`src/sv/sls_pkg.sv`:
```
// shared types, constants and helpers for the serial led strip driver
package sls_pkg;

	// command codes
	localparam logic [2:0] FN_STORE_RGB    = 3'd0;
	localparam logic [2:0] FN_STORE_PACKED = 3'd1;
	localparam logic [2:0] FN_CLEAR        = 3'd2;
	localparam logic [2:0] FN_START        = 3'd3;
	localparam logic [2:0] FN_TICK         = 3'd4;

	// field widths
	localparam int FUNC_W  = 3;
	localparam int SLOT_W  = 8;
	localparam int CHAN_W  = 16;
	localparam int PACK_W  = 32;
	localparam int COLOR_W = 24;
	localparam int CFG_W   = 9;
	localparam int BCNT_W  = 8;
	localparam int WORD_W  = COLOR_W + 1;

	// frame timing
	localparam int LEAD_BITS  = 50;
	localparam int WORD_BITS  = 25;
	localparam int TRAIL_BITS = 200;

	localparam logic [7:0] BYTE_MAX = 8'd255;

	localparam int DEF_MAX_PIXELS = 256;
	localparam logic [CFG_W-1:0] NUM_PIXELS_RST = 9'd256;

	// write request toward the pixel store
	typedef struct packed {
		logic               set;
		logic               clr;
		logic [COLOR_W-1:0] color;
	} sls_wr_t;

	// one result item
	typedef struct packed {
		logic serial_data;
		logic clock_pulse;
		logic busy_res;
		logic frame_done;
		logic rejected;
	} sls_res_t;

	// saturate a 16 bit colour part to one byte
	function automatic logic [7:0] sat8(input logic [CHAN_W-1:0] v);
		sat8 = (v > CHAN_W'(BYTE_MAX)) ? BYTE_MAX : v[7:0];
	endfunction

endpackage

```
`src/sv/sls_ctrl.sv`:
```
// frame sequencer: command decode, bit counters, shift word and store access
module sls_ctrl import sls_pkg::*; #(
	parameter int MAX_PIXELS = DEF_MAX_PIXELS,
	localparam int AW = (MAX_PIXELS > 1) ? $clog2(MAX_PIXELS) : 1,
	localparam int CW = $clog2(MAX_PIXELS + 1),
	localparam int EW = (CW > CFG_W) ? CW : CFG_W
) (
	input  logic               clk,
	input  logic               arst_n,
	input  logic               fire,
	input  logic [FUNC_W-1:0]  func,
	input  logic [SLOT_W-1:0]  pixel_slot,
	input  logic [CHAN_W-1:0]  red,
	input  logic [CHAN_W-1:0]  green,
	input  logic [CHAN_W-1:0]  blue,
	input  logic [PACK_W-1:0]  packed_color,
	input  logic [CFG_W-1:0]   num_pixels,
	input  logic [COLOR_W-1:0] rd_data,
	output sls_wr_t            wr,
	output logic [AW-1:0]      wr_addr,
	output logic [AW-1:0]      rd_addr,
	output sls_res_t           res
);

	typedef enum logic [2:0] {
		PH_IDLE,
		PH_LEAD,
		PH_PIXEL,
		PH_TRAIL,
		PH_CLEAR
	} phase_t;

	phase_t             phase_q, phase_d;
	logic [BCNT_W-1:0]  bcnt_q, bcnt_d, bcnt_inc;
	logic [CW-1:0]      ptr_q, ptr_d, ptr_inc;
	logic [WORD_W-1:0]  shift_q, shift_d;
	logic [EW-1:0]      num_ext, n_ext;
	logic               busy;

	// live pixel count, capped at capacity
	assign num_ext = EW'(num_pixels);
	assign n_ext   = (num_ext > EW'(MAX_PIXELS)) ? EW'(MAX_PIXELS) : num_ext;

	assign busy     = (phase_q != PH_IDLE);
	assign bcnt_inc = bcnt_q + 1'b1;
	assign ptr_inc  = ptr_q + 1'b1;

	// prefetch the next pixel while a word is shifting, pixel zero otherwise
	assign rd_addr = (phase_q == PH_PIXEL) ? AW'(ptr_inc) : '0;

	// next state, store writes and result
	always_comb begin
		phase_d  = phase_q;
		bcnt_d   = bcnt_q;
		ptr_d    = ptr_q;
		shift_d  = shift_q;
		wr       = '0;
		wr_addr  = AW'(pixel_slot);
		res      = '0;
		if (fire) begin
			unique case (func)
				FN_STORE_RGB, FN_STORE_PACKED: begin
					if (busy || EW'(pixel_slot) >= n_ext) begin
						res.rejected = 1'b1;
					end else begin
						wr.set = 1'b1;
						if (func == FN_STORE_RGB) begin
							wr.color = {sat8(red), sat8(green), sat8(blue)};
						end else begin
							wr.color = packed_color[COLOR_W-1:0];
						end
					end
				end
				FN_CLEAR: begin
					if (busy) begin
						res.rejected = 1'b1;
					end else if (n_ext != '0) begin
						phase_d = PH_CLEAR;
						ptr_d   = '0;
					end
				end
				FN_START: begin
					if (busy) begin
						res.rejected = 1'b1;
					end else begin
						phase_d = PH_LEAD;
						bcnt_d  = '0;
						ptr_d   = '0;
					end
				end
				FN_TICK: begin
					unique case (phase_q)
						PH_LEAD: begin
							res.clock_pulse = 1'b1;
							bcnt_d = bcnt_inc;
							if (bcnt_inc >= BCNT_W'(LEAD_BITS)) begin
								bcnt_d = '0;
								ptr_d  = '0;
								if (n_ext != '0) begin
									shift_d = {1'b1, rd_data};
									phase_d = PH_PIXEL;
								end else begin
									phase_d = PH_TRAIL;
								end
							end
						end
						PH_PIXEL: begin
							res.clock_pulse = 1'b1;
							res.serial_data = shift_q[WORD_W-1];
							shift_d = {shift_q[WORD_W-2:0], 1'b0};
							bcnt_d  = bcnt_inc;
							if (bcnt_inc >= BCNT_W'(WORD_BITS)) begin
								bcnt_d = '0;
								ptr_d  = ptr_inc;
								if (EW'(ptr_inc) < n_ext) begin
									shift_d = {1'b1, rd_data};
								end else begin
									phase_d = PH_TRAIL;
								end
							end
						end
						PH_TRAIL: begin
							res.clock_pulse = 1'b1;
							bcnt_d = bcnt_inc;
							if (bcnt_inc >= BCNT_W'(TRAIL_BITS)) begin
								bcnt_d         = '0;
								res.frame_done = 1'b1;
								phase_d        = PH_IDLE;
							end
						end
						PH_CLEAR: begin
							wr_addr = AW'(ptr_q);
							wr.clr  = (EW'(ptr_q) < n_ext);
							ptr_d   = ptr_inc;
							if (EW'(ptr_inc) >= n_ext) begin
								ptr_d   = '0;
								phase_d = PH_IDLE;
							end
						end
						default: begin
							// idle tick changes nothing
						end
					endcase
				end
				default: begin
					res.rejected = 1'b1;
				end
			endcase
		end
		res.busy_res = (phase_d != PH_IDLE);
	end

	// sequencer state
	always_ff @(posedge clk or negedge arst_n) begin
		if (!arst_n) begin
			phase_q <= PH_IDLE;
			bcnt_q  <= '0;
			ptr_q   <= '0;
			shift_q <= '0;
		end else begin
			phase_q <= phase_d;
			bcnt_q  <= bcnt_d;
			ptr_q   <= ptr_d;
			shift_q <= shift_d;
		end
	end

endmodule

```
`config.mk`:
```
export PLATFORM = sky130hd
export DESIGN_NAME = sls_ctrl
export DESIGN_NICKNAME = d
export VERILOG_FILES = /design/src/sv/sls_pkg.sv /design/src/sv/sls_ctrl.sv
export SDC_FILE = /design/constraint.sdc
export NUM_CORES = 1
export LEC_CHECK = 0
export ABC_AREA = 1
export BUFFER_PORTS_ARGS = -buffer_cell sky130_fd_sc_hd__buf_2
export CAP_MARGIN = 20
export CORE_MARGIN = 2
export CORE_UTILIZATION = 53
export DETAILED_ROUTE_END_ITERATION = 12
export GPL_TIMING_DRIVEN = 0
export HOLD_SLACK_MARGIN = 0.1
export PLACE_DENSITY = 0.87
export SLEW_MARGIN = 20
export SYNTH_ARGS = -nofsm -noshare
export SYNTH_HDL_FRONTEND = slang
export SYNTH_SLANG_ARGS = --single-unit
```
`constraint.sdc`:
```
create_clock -name clk -period 4.8 [get_ports clk]
set_input_delay 0.96 -clock clk [delete_from_list [all_inputs] [get_ports clk]]
set_output_delay 0.96 -clock clk [all_outputs]
set_load 0.05 [all_outputs]
```
==> results of run 1 <==
==> metal layers <==
metal  vias to the layer above  global-route usage
met2                       191               0.477
met3                        36              0.0382
met5                         -                   0
li1                       2402                   -
met1                      2189               0.324
met4                         0               0.109
==> Yosys cell counts, drive strengths merged, types with 3 or more instances <==
cell | count | area (µm²)
nand2 | 141 | 547
nor2 | 97 | 392
nor4 | 8 | 50.1
o21ai | 94 | 512
inv | 70 | 265
o22ai | 5 | 31.3
clkbuf | 9 | 33.8
mux2 | 3 | 33.8
buf | 13 | 88.8
nand4 | 6 | 37.5
and2 | 3 | 18.8
nand3b | 25 | 188
ha | 30 | 375
a21oi | 24 | 120
dfrtp | 45 | 1130
nand3 | 30 | 168
nor3 | 8 | 56.3
==> final cells by class <==
cell class                 instances  share of cell area
multi-input combinational        486               0.506
sequential                        45               0.211
timing repair buffer             165               0.167
inverter                          71              0.0504
tap                              102              0.0239
buffer                            22              0.0235
clock buffer                       5              0.0129
clock inverter                     3             0.00469
==> power by group <==
part           total (µW)  leakage [µW]  internal (µW)  switching [µW]
registers             460      0.000612            423            36.3
logic                 415       0.00212            148             267
clock network         252     0.0000447            105             146
==> worst register-to-register path: stages (launching register included) <==
cell and delay (ns):
sky130_fd_sc_hd__dfrtp_1 0.45, sky130_fd_sc_hd__ha_1 0.26, sky130_fd_sc_hd__nand4_1 0.20, sky130_fd_sc_hd__nor3_1 0.24
sky130_fd_sc_hd__nand2_1 0.09, sky130_fd_sc_hd__xor2_1 0.14, sky130_fd_sc_hd__inv_1 0.07, sky130_fd_sc_hd__ha_1 0.29
sky130_fd_sc_hd__nand2_1 0.06, sky130_fd_sc_hd__nor2_1 0.20, sky130_fd_sc_hd__nand3b_1 0.10, sky130_fd_sc_hd__nand3_1 0.16
sky130_fd_sc_hd__nand2_1 0.13, sky130_fd_sc_hd__o21ai_4 0.13, sky130_fd_sc_hd__inv_2 0.11, sky130_fd_sc_hd__buf_6 0.17
sky130_fd_sc_hd__o21ai_1 0.14, sky130_fd_sc_hd__o21ai_1 0.07
==> worst max path at each step <==
stage             end  slack [ns]  cells past startpoint
2_1_floorplan   wr[0]        0.15                     13
3_3_place_gp   wr[15]        0.13                     16
3_5_place_dp   wr[16]        0.03                     16
4_1_cts        wr[16]        0.02                     16
5_1_grt         wr[8]       -0.07                     16
6_report        wr[6]        0.14                     16
==> stage by stage <==
| step | hold WS, ns | TNS [ns] | area, µm² |
|---|---|---|---|
| 2_1_floorplan | 0.444 | 0 | 4200 |
| 3_3_place_gp | 0.467 | 0 | 5150 |
| 3_5_place_dp | 0.477 | 0 | 5150 |
| 4_1_cts | 0.501 | 0 | 5250 |
| 5_1_grt | 0.519 | -0.745 | 5330 |
| 6_report | 0.496 | 0 | 5330 |
==> state kept, by name, summed over array words and instances (netlist names) <==
signal,count
phase_q,3
shift_q,25
bcnt_q,8
ptr_q,9
==> cells by family after synthesis <==
group           count (synthesis)
mux                             3
flops                          45
xor+xnor                        3
compound gates                130
buf+inv                        93
simple gates                  320
fa+ha+maj                      30
==> repair_timing <==
action	4_1_cts	5_1_grt
resized for setup	0	46
endpoints found under the hold margin	0	0
setup endpoints to repair	0	21
==> qor.json, run 1 <==
{
  "run_status": "finished, final reports clean",
  "dpl.hpwl_mm": 9.61,
  "num_rows": 32,
  "detail_route.vias_per_cell": 5.36,
  "endpoint_kind": "primary output",
  "part_of_the_yosys_area_used_for_sequential_elements": 0.272,
  "n_antenna_cell": 0,
  "timing.critical_path.from": "num_pixels[1]",
  "dpl.cell_count": 891,
  "worst_ep_required_time_ns": 3.84,
  "routed.top_layer": "met4",
  "dr.pass1.iters": 6,
  "dieHeight_um": 92.4,
  "critical-path-top-delay-family": "simple AND/OR/NAND/NOR gates",
  "final_core_utilization": 0.697,
  "antenna_found_initial": 0,
  "grt_pass1_wl_mm": 19.0,
  "finalSetupViolCount": 0,
  "crit_buf_inv": 5,
  "hold_path_class": "reg2reg",
  "crit_path_start_kind": "input pin",
  "worst_hold_path.num_cells": 2,
  "holdPathEnd": "shift_q[3]$_DFFE_PN0P_",
  "clkTransAtPathRegs_ns": 0.10,
  "cts_setup_buffers": 0,
  "min_period_over_period": 0.971,
  "power_density_nw_per_um2": 211,
  "ys.flop_type": "sky130_fd_sc_hd__dfrtp_1",
  "power.static_leakage_uw": 0.00278,
  "clock_path_buffers": 2,
  "ys.warnings.count": 0,
  "finalWeightedCongestion": 0.911,
  "synth-compound-area-share": 0.174,
  "final-instance-count-excl-fill": 899,
  "total_power_uw": 1130,
  "dieWidth_um": 92.4,
  "route.detailed.wl_per_inst_um": 13.2,
  "final-max-slew-violation-count": 0,
  "ys_ff_latch": 45,
  "synth_simple_gate_area_frac": 0.354,
  "cp_data_arrival_time_ns": 3.70,
  "fmax_ghz": 0.215,
  "synth_edf_count": 0,
  "multiInputGateArea_um2": 2700,
  "worst_pin_slew_ns": 0.691,
  "slowest_stage": "sky130_fd_sc_hd__ha_1",
  "synthesized_area_fraction_occupied_by_xor_and_xnor_cells": 0.00634,
  "ir_drop_mv": 0.139,
  "ctsHtreeMaxLevel": 2,
  "hold_buffers": 0,
  "met1_length_mm": 4.76,
  "muxShareOfSynthArea": 0.00815,
  "synth_top_family_by_area": "simple AND/OR/NAND/NOR gates",
  "floorplan.die_area_um2": 8540,
  "grt.total_usage": 0.268,
  "clkSinkCount": 45,
  "synthCells": 624,
  "syn-mean-instance-area_um2": 6.64,
  "drt-initial-drc-count": 396,
  "yosysUniqueCellTypes": 42,
  "grt_start_max_net_pins": 46,
  "pre_cts_slack_ns": 0.0320,
  "drt_drc_violations_left": 0,
  "max_stage_delay_ns": 0.34,
  "core_region_area_um2": 7650,
  "holdCritStartpoint": "shift_q[3]$_DFFE_PN0P_",
  "dr_wl_met2_mm": 5.97,
  "nNetsFinal": 953,
  "clock_skew_ns": 0.00613,
  "floorplan.initialDensity": 0.542,
  "tritoncts": "done",
  "clock-root-buffer": "sky130_fd_sc_hd__clkbuf_8",
  "ff_latch_area_um2": 1130,
  "layout-drive-gt1-share": 0.310,
  "critical_path.reg2reg.endpoint": "shift_q[6]$_DFFE_PN0P_",
  "reg2reg_from": "ptr_q[1]$_DFFE_PN0P_",
  "postSynthNetCount": 781,
  "first_global_vias": 4484,
  "cts_buffers": 5,
  "routed-wl-met3_um": 709,
  "worst_path_maximum_fanout": 10,
  "ff2ff_setup_slack_ns": 1.70,
  "layout.cells.most_common_list": "sky130_fd_sc_hd__buf_2 (151), sky130_fd_sc_hd__nand2_1 (134), sky130_fd_sc_hd__nor2_1 (72)",
  "report.final.hold_viol_count": 0,
  "reg2reg_depth": 17,
  "max-cap-violations": 0,
  "final_common_cell": "sky130_fd_sc_hd__buf_2",
  "worstPathCellList": "buf_2 -> nor4_2 -> a21oi_1 -> inv_1 -> nand2_1 -> ha_1 -> a21oi_1 -> nor2_1 -> a21oi_2 -> o2111ai_2 -> or2_1 -> nor3_4 -> inv_2 -> buf_2 -> nor2_2 -> clkbuf_4",
  "route.vias.total": 4818,
  "layout_min_cycle_time_ns": 4.66,
  "io_buffers": 165,
  "netlist_area_um2": 4150,
  "finalWirelength_mm": 11.8,
  "asyncSetResetFlopFracSynth": 1.00,
  "timing.setup.critical_path_class": "in2out",
  "adder_cell_share_of_the_synthesized_area": 0.0906,
  "clkLatencyLatePin_ns": 0.31,
  "fillCellCount": 632,
  "slew_headroom": 0.537,
  "post-route-worst-setup-slack_ns": 0.139,
  "area.growth.synth_to_final_pct": 28.6,
  "route.antenna.remaining_nets": 0,
  "top_level_ports": 174,
  "grt_overflow_total": 0
}
Note: power is estimated with default switching activity, not from simulation.
==> run 2: changes to the inputs <==
--- a/config.mk
+++ b/config.mk
@@ -9,12 +9,11 @@
 export BUFFER_PORTS_ARGS = -buffer_cell sky130_fd_sc_hd__buf_2
 export CAP_MARGIN = 20
 export CORE_MARGIN = 2
-export CORE_UTILIZATION = 53
+export CORE_UTILIZATION = 49
 export DETAILED_ROUTE_END_ITERATION = 12
 export GPL_TIMING_DRIVEN = 0
 export HOLD_SLACK_MARGIN = 0.1
-export PLACE_DENSITY = 0.87
-export SLEW_MARGIN = 20
+export PLACE_DENSITY = 0.82
 export SYNTH_ARGS = -nofsm -noshare
 export SYNTH_HDL_FRONTEND = slang
 export SYNTH_SLANG_ARGS = --single-unit
==> constraint.sdc (replaced) <==
create_clock -name clk -period 4.6 [get_ports clk]
set_input_delay 0.92 -clock clk [delete_from_list [all_inputs] [get_ports clk]]
set_output_delay 0.92 -clock clk [all_outputs]
set_load 0.05 [all_outputs]
==> run 2 against run 1 <==
Effect of this change: clock skew increased by 0.0011 ns; cell area grew 1.4%; final cell count is 0.44% higher; largest cell class unchanged; highest routed layer unchanged.
==> qor.json, run 2 (synthesis results as in run 1) <==
{
  "timing.setup.critical_path_class": "in2out",
  "layout_min_cycle_time_ns": 4.46,
  "report.final.hold_viol_count": {"value": 0, "change": "unchanged"},
  "drt-initial-drc-count": {"value": 318, "change": "-20%"},
  "grt_start_max_net_pins": {"value": 46, "change": "unchanged"},
  "floorplan.die_area": {"value": 9210, "unit": "µm²", "change": "+7.8%"},
  "number_of_flip_flops_under_the_largest_register_name": {"value": 25, "change": "unchanged"},
  "hold_buffers": {"value": 0, "change": "unchanged"},
  "timing.critical_path.from": "num_pixels[4]",
  "clkTransAtPathRegs": {"value": 0.09, "unit": "ns", "change": "about the same"},
  "regMostFlops": "shift_q",
  "route.vias.total": {"value": 4745, "change": "-1.5%"},
  "critical_path.most_common_cell": "sky130_fd_sc_hd__a21oi_1",
  "critical_path.reg2reg.endpoint": "ptr_q[1]$_DFFE_PN0P_",
  "cts_buffers": {"value": 5, "change": "unchanged"},
  "nNetsFinal": {"value": 954, "change": "+0.10%"},
  "ctsHtreeMaxLevel": {"value": 2, "change": "unchanged"},
  "critical-path-top-delay-family": "simple AND/OR/NAND/NOR gates",
  "worst_ep_required_time": {"value": 3.68, "unit": "ns", "change": "-0.16 ns"},
  "ff2ff_setup_slack": {"value": 1.55, "unit": "ns", "change": "-0.15 ns"},
  "slowest_stage": "sky130_fd_sc_hd__nor4_1",
  "final-instance-count-excl-fill": {"value": 903, "change": "+0.44%"},
  "core_region_area": {"value": 8220, "unit": "µm²", "change": "+7.4%"},
  "slew_headroom": {"value": 0.541, "change": "+0.00393"},
  "grt_overflow_total": {"value": 0, "change": "unchanged"},
  "crit_path_start_kind": "input pin",
  "finalWirelength": {"value": 11.9, "unit": "mm", "change": "+0.23%"},
  "dieWidth": {"value": 96.0, "unit": "µm", "change": "+3.8%"},
  "run_status": "finished, final reports clean",
  "layout.cells.most_common_list": "sky130_fd_sc_hd__buf_2 (150), sky130_fd_sc_hd__nand2_1 (134), sky130_fd_sc_hd__nor2_1 (71)",
  "first_global_vias": {"value": 4380, "change": "-2.3%"},
  "final_common_cell": "sky130_fd_sc_hd__buf_2",
  "route.antenna.remaining_nets": {"value": 0, "change": "unchanged"},
  "dpl.hpwl": {"value": 9.59, "unit": "mm", "change": "-0.17%"},
  "tritoncts": "done",
  "route.detailed.wl_per_inst": {"value": 13.1, "unit": "µm", "change": "-0.22%"},
  "area.growth.synth_to_final_pct": 30.4,
  "floorplan.initialDensity": {"value": 0.504, "change": "-0.0376"},
  "top_level_ports": {"value": 174, "change": "unchanged"},
  "cts_setup_buffers": {"value": 0, "change": "unchanged"},
  "reg2reg_from": "ptr_q[0]$_DFFE_PN0P_",
  "reg2reg_depth": {"value": 13, "change": "-4"},
  "detail_route.vias_per_cell": {"value": 5.25, "change": "-2.0%"},
  "drt_drc_violations_left": {"value": 0, "change": "unchanged"},
  "fmax_ghz": 0.224,
  "crit_buf_inv": {"value": 5, "change": "unchanged"},
  "ir_drop": {"value": 0.161, "unit": "mV", "change": "+16%"},
  "cp_data_arrival_time": {"value": 3.54, "unit": "ns", "change": "-0.16 ns"},
  "hold_path_class": "in2async",
  "finalSetupViolCount": {"value": 0, "change": "unchanged"},
  "worst_pin_slew": {"value": 0.685, "unit": "ns", "change": "-0.00586 ns"},
  "finalWeightedCongestion": {"value": 0.884, "change": "-3.0%"},
  "antenna_found_initial": {"value": 0, "change": "unchanged"},
  "total_power": {"value": 1230, "unit": "µW", "change": "+8.9%"},
  "num_rows": {"value": 33, "change": "+3.1%"},
  "min_period_over_period": 0.969,
  "endpoint_kind": "primary output",
  "n_antenna_cell": {"value": 0, "change": "unchanged"},
  "max-cap-violations": {"value": 0, "change": "unchanged"},
  "max_stage_delay": {"value": 0.28, "unit": "ns", "change": "-0.06 ns"},
  "largestRegisters": "shift_q x25, ptr_q x9, bcnt_q x8",
  "worstPathCellList": "buf_2 -> nor4_1 -> a21oi_1 -> inv_1 -> nand2_1 -> ha_4 -> a21oi_1 -> nor2_1 -> a21oi_2 -> o2111ai_2 -> or2_1 -> nor3_4 -> inv_2 -> clkbuf_4 -> nor2_2 -> buf_4",
  "grt_pass1_wl": {"value": 19.1, "unit": "mm", "change": "+0.65%"},
  "layout-drive-gt1-share": {"value": 0.312, "change": "+0.00212"},
  "clock-root-buffer": "sky130_fd_sc_hd__clkbuf_8",
  "clock_path_buffers": {"value": 2, "change": "unchanged"},
  "final-max-slew-violation-count": {"value": 0, "change": "unchanged"},
  "worst_path_maximum_fanout": {"value": 10, "change": "unchanged"},
  "grt.total_usage": {"value": 0.258, "change": "-0.0103"},
  "dieHeight": {"value": 96.0, "unit": "µm", "change": "+3.8%"},
  "io_buffers": {"value": 165, "change": "unchanged"},
  "dpl.cell_count": {"value": 894, "change": "+0.34%"},
  "power.static_leakage": {"value": 0.00281, "unit": "µW", "change": "+1.0%"},
  "clkLatencyLatePin": {"value": 0.31, "unit": "ns", "change": "about the same"},
  "dr.pass1.iters": {"value": 5, "change": "-1"},
  "clkSinkCount": {"value": 45, "change": "unchanged"},
  "power_density": {"value": 227, "unit": "nW/µm²", "change": "+7.4%"},
  "clock_skew": {"value": 0.00719, "unit": "ns", "change": "+0.00106 ns"}
}
-- run 2: timing repair --
item                                    4_1_cts  5_1_grt
gates cloned                                  0        0
endpoints found under the setup margin       16       21
resized for setup                            16       24
-- run 2: metrics by stage --
stage / instance area (µm²) / TNS [ns] / hold WS, ns / util / setup slack, ns
after detailed placement: 5160 / -0.215 / 0.478 / 0.628 / -0.0235
after global placement: 5160 / 0 / 0.470 / 0.628 / 0.0501
after CTS: 5310 / 0 / 0.500 / 0.646 / 0.000337
after global routing: 5410 / -0.0446 / 0.461 / 0.658 / -0.0446
final: 5410 / 0 / 0.455 / 0.658 / 0.144
after floorplan: 4200 / 0 / 0.444 / - / 0.0328
-- run 2: where the power goes --
| part | leakage [µW] | internal [µW] | switching, µW |
|---|---|---|---|
| registers | 0.000612 | 442 | 38.7 |
| logic | 0.00214 | 158 | 280 |
| clock network | 0.0000554 | 163 | 145 |
| total | 0.00281 | 763 | 463 |
-- run 2: worst max-delay path by stage --
stage / endpoint / slack (ns) / cells past startpoint
3_3_place_gp: wr[19] / 0.05 / 16
6_report: wr[17] / 0.14 / 16
4_1_cts: wr[6] / 0.0003 / 16
2_1_floorplan: wr[0] / 0.03 / 13
3_5_place_dp: wr[18] / -0.02 / 16
5_1_grt: res[2] / -0.04 / 20
-- run 2: metal layers --
layer	up-vias	track usage	share of wire
li1	2404	-	-
met1	2133	0.330	0.42
met2	177	0.448	0.50
met3	31	0.0368	0.055
met4	0	0.0821	0.028
met5	-	0	0
-- run 2: layout make-up --
cell class	instances	area (µm²)
Fill cell	728	2810
Multi-Input combinational cell	486	2710
Sequential cell	45	1130
Timing Repair Buffer	166	925
Inverter	71	269
Tap cell	105	131
Buffer	22	128
Clock buffer	6	72.6
Clock inverter	2	38.8
==> run 3: changes to the inputs <==
--- a/config.mk
+++ b/config.mk
@@ -8,12 +8,14 @@
 export ABC_AREA = 1
 export BUFFER_PORTS_ARGS = -buffer_cell sky130_fd_sc_hd__buf_2
 export CAP_MARGIN = 20
+export CELL_PAD_IN_SITES_DETAIL_PLACEMENT = 1
+export CELL_PAD_IN_SITES_GLOBAL_PLACEMENT = 1
 export CORE_MARGIN = 2
-export CORE_UTILIZATION = 49
+export CORE_UTILIZATION = 33
 export DETAILED_ROUTE_END_ITERATION = 12
 export GPL_TIMING_DRIVEN = 0
 export HOLD_SLACK_MARGIN = 0.1
-export PLACE_DENSITY = 0.82
+export PLACE_DENSITY_LB_ADDON = 0.1
 export SYNTH_ARGS = -nofsm -noshare
 export SYNTH_HDL_FRONTEND = slang
 export SYNTH_SLANG_ARGS = --single-unit
==> run 3 against run 2 <==
Effect of this change: setup slack lost 0.020 ns; clock power up 14%; first-iteration DRC count down 46%; wire length grew 21%; register-to-register slack lost 0.07 ns; final cell count rose by 7.1%; cell area increased by 2.4%; sequential share of layout area down 0.46 points; global-route usage shrank 4.3 points; combinational power is 2% higher; core utilization is 20 points lower; via count is 0.84% higher; critical path type unchanged; largest power group unchanged; highest routed layer unchanged.
==> qor.json, run 3 (synthesis results as in run 1) <==
{
  "final_core_utilization": {"value": 0.457, "change": "-0.201"},
  "grt_overflow_total": {"value": 0, "change": "unchanged"},
  "route.vias.total": {"value": 4785, "change": "+0.84%"},
  "num_rows": {"value": 40, "change": "+21%"},
  "grt_start_max_net_pins": {"value": 46, "change": "unchanged"},
  "cp_data_arrival_time": {"value": 3.56, "unit": "ns", "change": "+0.02 ns"},
  "floorplan.initialDensity": {"value": 0.342, "change": "-0.162"},
  "nNetsFinal": {"value": 955, "change": "+0.10%"},
  "dpl.hpwl": {"value": 11.8, "unit": "mm", "change": "+23%"},
  "report.final.hold_viol_count": {"value": 0, "change": "unchanged"},
  "dr.pass1.iters": {"value": 4, "change": "-1"},
  "power.share.sequential": {"value": 0.377, "change": "-0.015"},
  "finalWirelength": {"value": 14.3, "unit": "mm", "change": "+21%"},
  "finalSetupViolCount": {"value": 0, "change": "unchanged"},
  "max-cap-violations": {"value": 0, "change": "unchanged"},
  "clkSinkCount": {"value": 45, "change": "unchanged"},
  "dieHeight": {"value": 116, "unit": "µm", "change": "+21%"},
  "drt_drc_violations_left": {"value": 0, "change": "unchanged"},
  "first_global_vias": {"value": 5062, "change": "+16%"},
  "route.antenna.remaining_nets": {"value": 0, "change": "unchanged"},
  "crit_path_start_kind": "input pin",
  "cell_internal_pwr": {"value": 804, "unit": "µW", "change": "+5.4%"},
  "route.detailed.wl_per_inst": {"value": 14.8, "unit": "µm", "change": "+13%"},
  "clock_skew": {"value": 0.00573, "unit": "ns", "change": "-0.00146 ns"},
  "area.growth.synth_to_final_pct": 33.5,
  "layout.cells.most_common_list": "sky130_fd_sc_hd__buf_2 (150), sky130_fd_sc_hd__nand2_1 (131), sky130_fd_sc_hd__nor2_1 (72)",
  "regMostFlops": "shift_q",
  "timing.setup.critical_path_class": "in2out",
  "grt.total_usage": {"value": 0.214, "change": "-0.0434"},
  "drt-initial-drc-count": {"value": 172, "change": "-46%"},
  "detail_route.vias_per_cell": {"value": 4.95, "change": "-5.8%"},
  "finalWeightedCongestion": {"value": 0.809, "change": "-8.5%"},
  "power.switching_fraction": {"value": 0.371, "change": "-0.00652"},
  "largestRegisters": "shift_q x25, ptr_q x9, bcnt_q x8",
  "antenna_found_initial": {"value": 0, "change": "unchanged"},
  "hold_buffers": {"value": 0, "change": "unchanged"},
  "worst_path_maximum_fanout": {"value": 10, "change": "unchanged"},
  "core_region_area": {"value": 12100, "unit": "µm²", "change": "+47%"},
  "endpoint_kind": "primary output",
  "final-max-slew-violation-count": {"value": 0, "change": "unchanged"},
  "power.static_leakage": {"value": 0.00282, "unit": "µW", "change": "+0.44%"},
  "clkLatencyLatePin": {"value": 0.29, "unit": "ns", "change": "-0.02 ns"},
  "ir_drop": {"value": 0.125, "unit": "mV", "change": "-22%"},
  "worst_pin_slew": {"value": 0.623, "unit": "ns", "change": "-0.0621 ns"},
  "fillCellCount": {"value": 1660, "change": "+130%"},
  "number_of_flip_flops_under_the_largest_register_name": {"value": 25, "change": "unchanged"},
  "run_status": "finished, final reports clean",
  "tritoncts": "done",
  "clock-root-buffer": "sky130_fd_sc_hd__clkbuf_16",
  "layout_min_cycle_time": {"value": 4.48, "unit": "ns", "change": "+0.0200 ns"},
  "cts_buffers": {"value": 5, "change": "unchanged"},
  "clock_path_buffers": {"value": 2, "change": "unchanged"},
  "dieWidth": {"value": 116, "unit": "µm", "change": "+21%"},
  "ctsHtreeMaxLevel": {"value": 2, "change": "unchanged"},
  "min_period_over_period": {"value": 0.973, "change": "+0.00435"},
  "final_common_cell": "sky130_fd_sc_hd__buf_2",
  "fmax": {"value": 0.223, "unit": "GHz", "change": "-0.45%"},
  "clkTransAtPathRegs": {"value": 0.06, "unit": "ns", "change": "-0.03 ns"},
  "floorplan.die_area": {"value": 13500, "unit": "µm²", "change": "+46%"},
  "power_density": {"value": 231, "unit": "nW/µm²", "change": "+1.9%"},
  "clockPowerShare": {"value": 0.275, "change": "+0.024"},
  "comb_power_share": {"value": 0.348, "change": "-0.009"},
  "slew_headroom": {"value": 0.582, "change": "+0.0417"},
  "total_power": {"value": 1280, "unit": "µW", "change": "+4.3%"},
  "n_antenna_cell": {"value": 0, "change": "unchanged"},
  "io_buffers": {"value": 165, "change": "unchanged"},
  "power_switching": {"value": 475, "unit": "µW", "change": "+2.5%"},
  "worst_ep_required_time": {"value": 3.68, "unit": "ns", "change": "about the same"},
  "layout-drive-gt1-share": {"value": 0.317, "change": "+0.00462"},
  "grt_pass1_wl": {"value": 23.5, "unit": "mm", "change": "+23%"},
  "hold_path_class": "reg2reg",
  "whs": {"value": 0.483, "unit": "ns", "change": "+0.0274 ns"},
  "top_level_ports": {"value": 174, "change": "unchanged"}
}
## run 3: cell types whose count changed in the layout (fill, tap and decap cells not counted), moves of 2 or more
cell                        change
sky130_fd_sc_hd__buf_4          +2
sky130_fd_sc_hd__nand2_2        +3
sky130_fd_sc_hd__clkbuf_8       -5
sky130_fd_sc_hd__nand2_1        -3
sky130_fd_sc_hd__clkbuf_16      +5
sky130_fd_sc_hd__clkbuf_4       -2
## run 3: layout make-up
cell class | instances | area, µm² | area share
clock buffer | 7 | 133 | 0.0240
tap | 168 | 210 | 0.0380
clock inverter | 1 | 7.51 | 0.00136
sequential | 45 | 1130 | 0.204
multi-input combinational | 486 | 2720 | 0.492
buffer | 22 | 128 | 0.0231
inverter | 71 | 269 | 0.0486
timing repair buffer | 167 | 936 | 0.169
## run 3: worst paths after layout
| kind | endpoint | startpoint | slack, ns | cells after the start |
|---|---|---|---|---|
| worst max-delay path | wr[19] | num_pixels[4] | 0.12 | 16 |
| worst min-delay path | shift_q[0]$_DFFE_PN0P_ | shift_q[0]$_DFFE_PN0P_ | 0.48 | 2 |
| worst max register to register | shift_q[6]$_DFFE_PN0P_ | ptr_q[0]$_DFFE_PN0P_ | 1.48 | 17 |
| worst min register to register | shift_q[0]$_DFFE_PN0P_ | shift_q[0]$_DFFE_PN0P_ | 0.48 | 2 |
| max in group asynchronous | shift_q[12]$_DFFE_PN0P_ | arst_n | 3.56 | 2 |
| min in group asynchronous | bcnt_q[2]$_DFFE_PN0P_ | arst_n | 0.54 | 1 |
## run 3: power groups by stage
| stage | sequential (µW) | combinational (µW) | clock (µW) |
|---|---|---|---|
| final | 482 | 446 | 351 |
| after CTS | 481 | 443 | 361 |
| after global routing | 490 | 509 | 377 |
| after global placement | 486 | 424 | 0 |
| after detailed placement | 488 | 439 | 0 |
| after floorplan | 476 | 298 | 0 |
## run 3: worst max-delay path: stages
cell and delay [ns]:
sky130_fd_sc_hd__buf_2 0.13, sky130_fd_sc_hd__nor4_2 0.31, sky130_fd_sc_hd__a21oi_1 0.15, sky130_fd_sc_hd__inv_2 0.11, sky130_fd_sc_hd__nand2_2 0.08, sky130_fd_sc_hd__ha_1 0.32, sky130_fd_sc_hd__a21oi_1 0.17, sky130_fd_sc_hd__o21ai_0 0.11
sky130_fd_sc_hd__nand2_1 0.09, sky130_fd_sc_hd__o2111ai_2 0.16, sky130_fd_sc_hd__or2_1 0.28, sky130_fd_sc_hd__nor3_4 0.15, sky130_fd_sc_hd__inv_2 0.09, sky130_fd_sc_hd__buf_4 0.20, sky130_fd_sc_hd__nor2_2 0.09, sky130_fd_sc_hd__buf_4 0.21
## run 3: per-layer routing
metal / part of all wire / GRT usage / vias up
met5: 0 / 0 / -
li1: - / - / 2399
met1: 0.43 / 0.268 / 2268
met4: 0.0096 / 0.0413 / 0
met3: 0.041 / 0.0298 / 8
met2: 0.51 / 0.395 / 110
## run 3: stage by stage
step                      setup WS [ns]  area (µm²)  setup TNS, ns  instances
final                             0.124        5530              0        967
after global routing            -0.0355        5530         -0.448        967
after CTS                       0.00291        5420              0        965
after detailed placement        -0.0129        5240        -0.0172        957
after global placement           0.0104        5240              0        957
after floorplan                  0.0328        4200              0        624
## run 3: repair_timing
| action | 4_1_cts | 5_1_grt |
|---|---|---|
| setup endpoints to repair | 16 | 24 |
| buffers inserted | 0 | 1 |
| resized for setup | 16 | 31 |
| pin swaps | 0 | 1 |
| cloned | 0 | 0 |
| endpoints found under the hold margin | 0 | 0 |
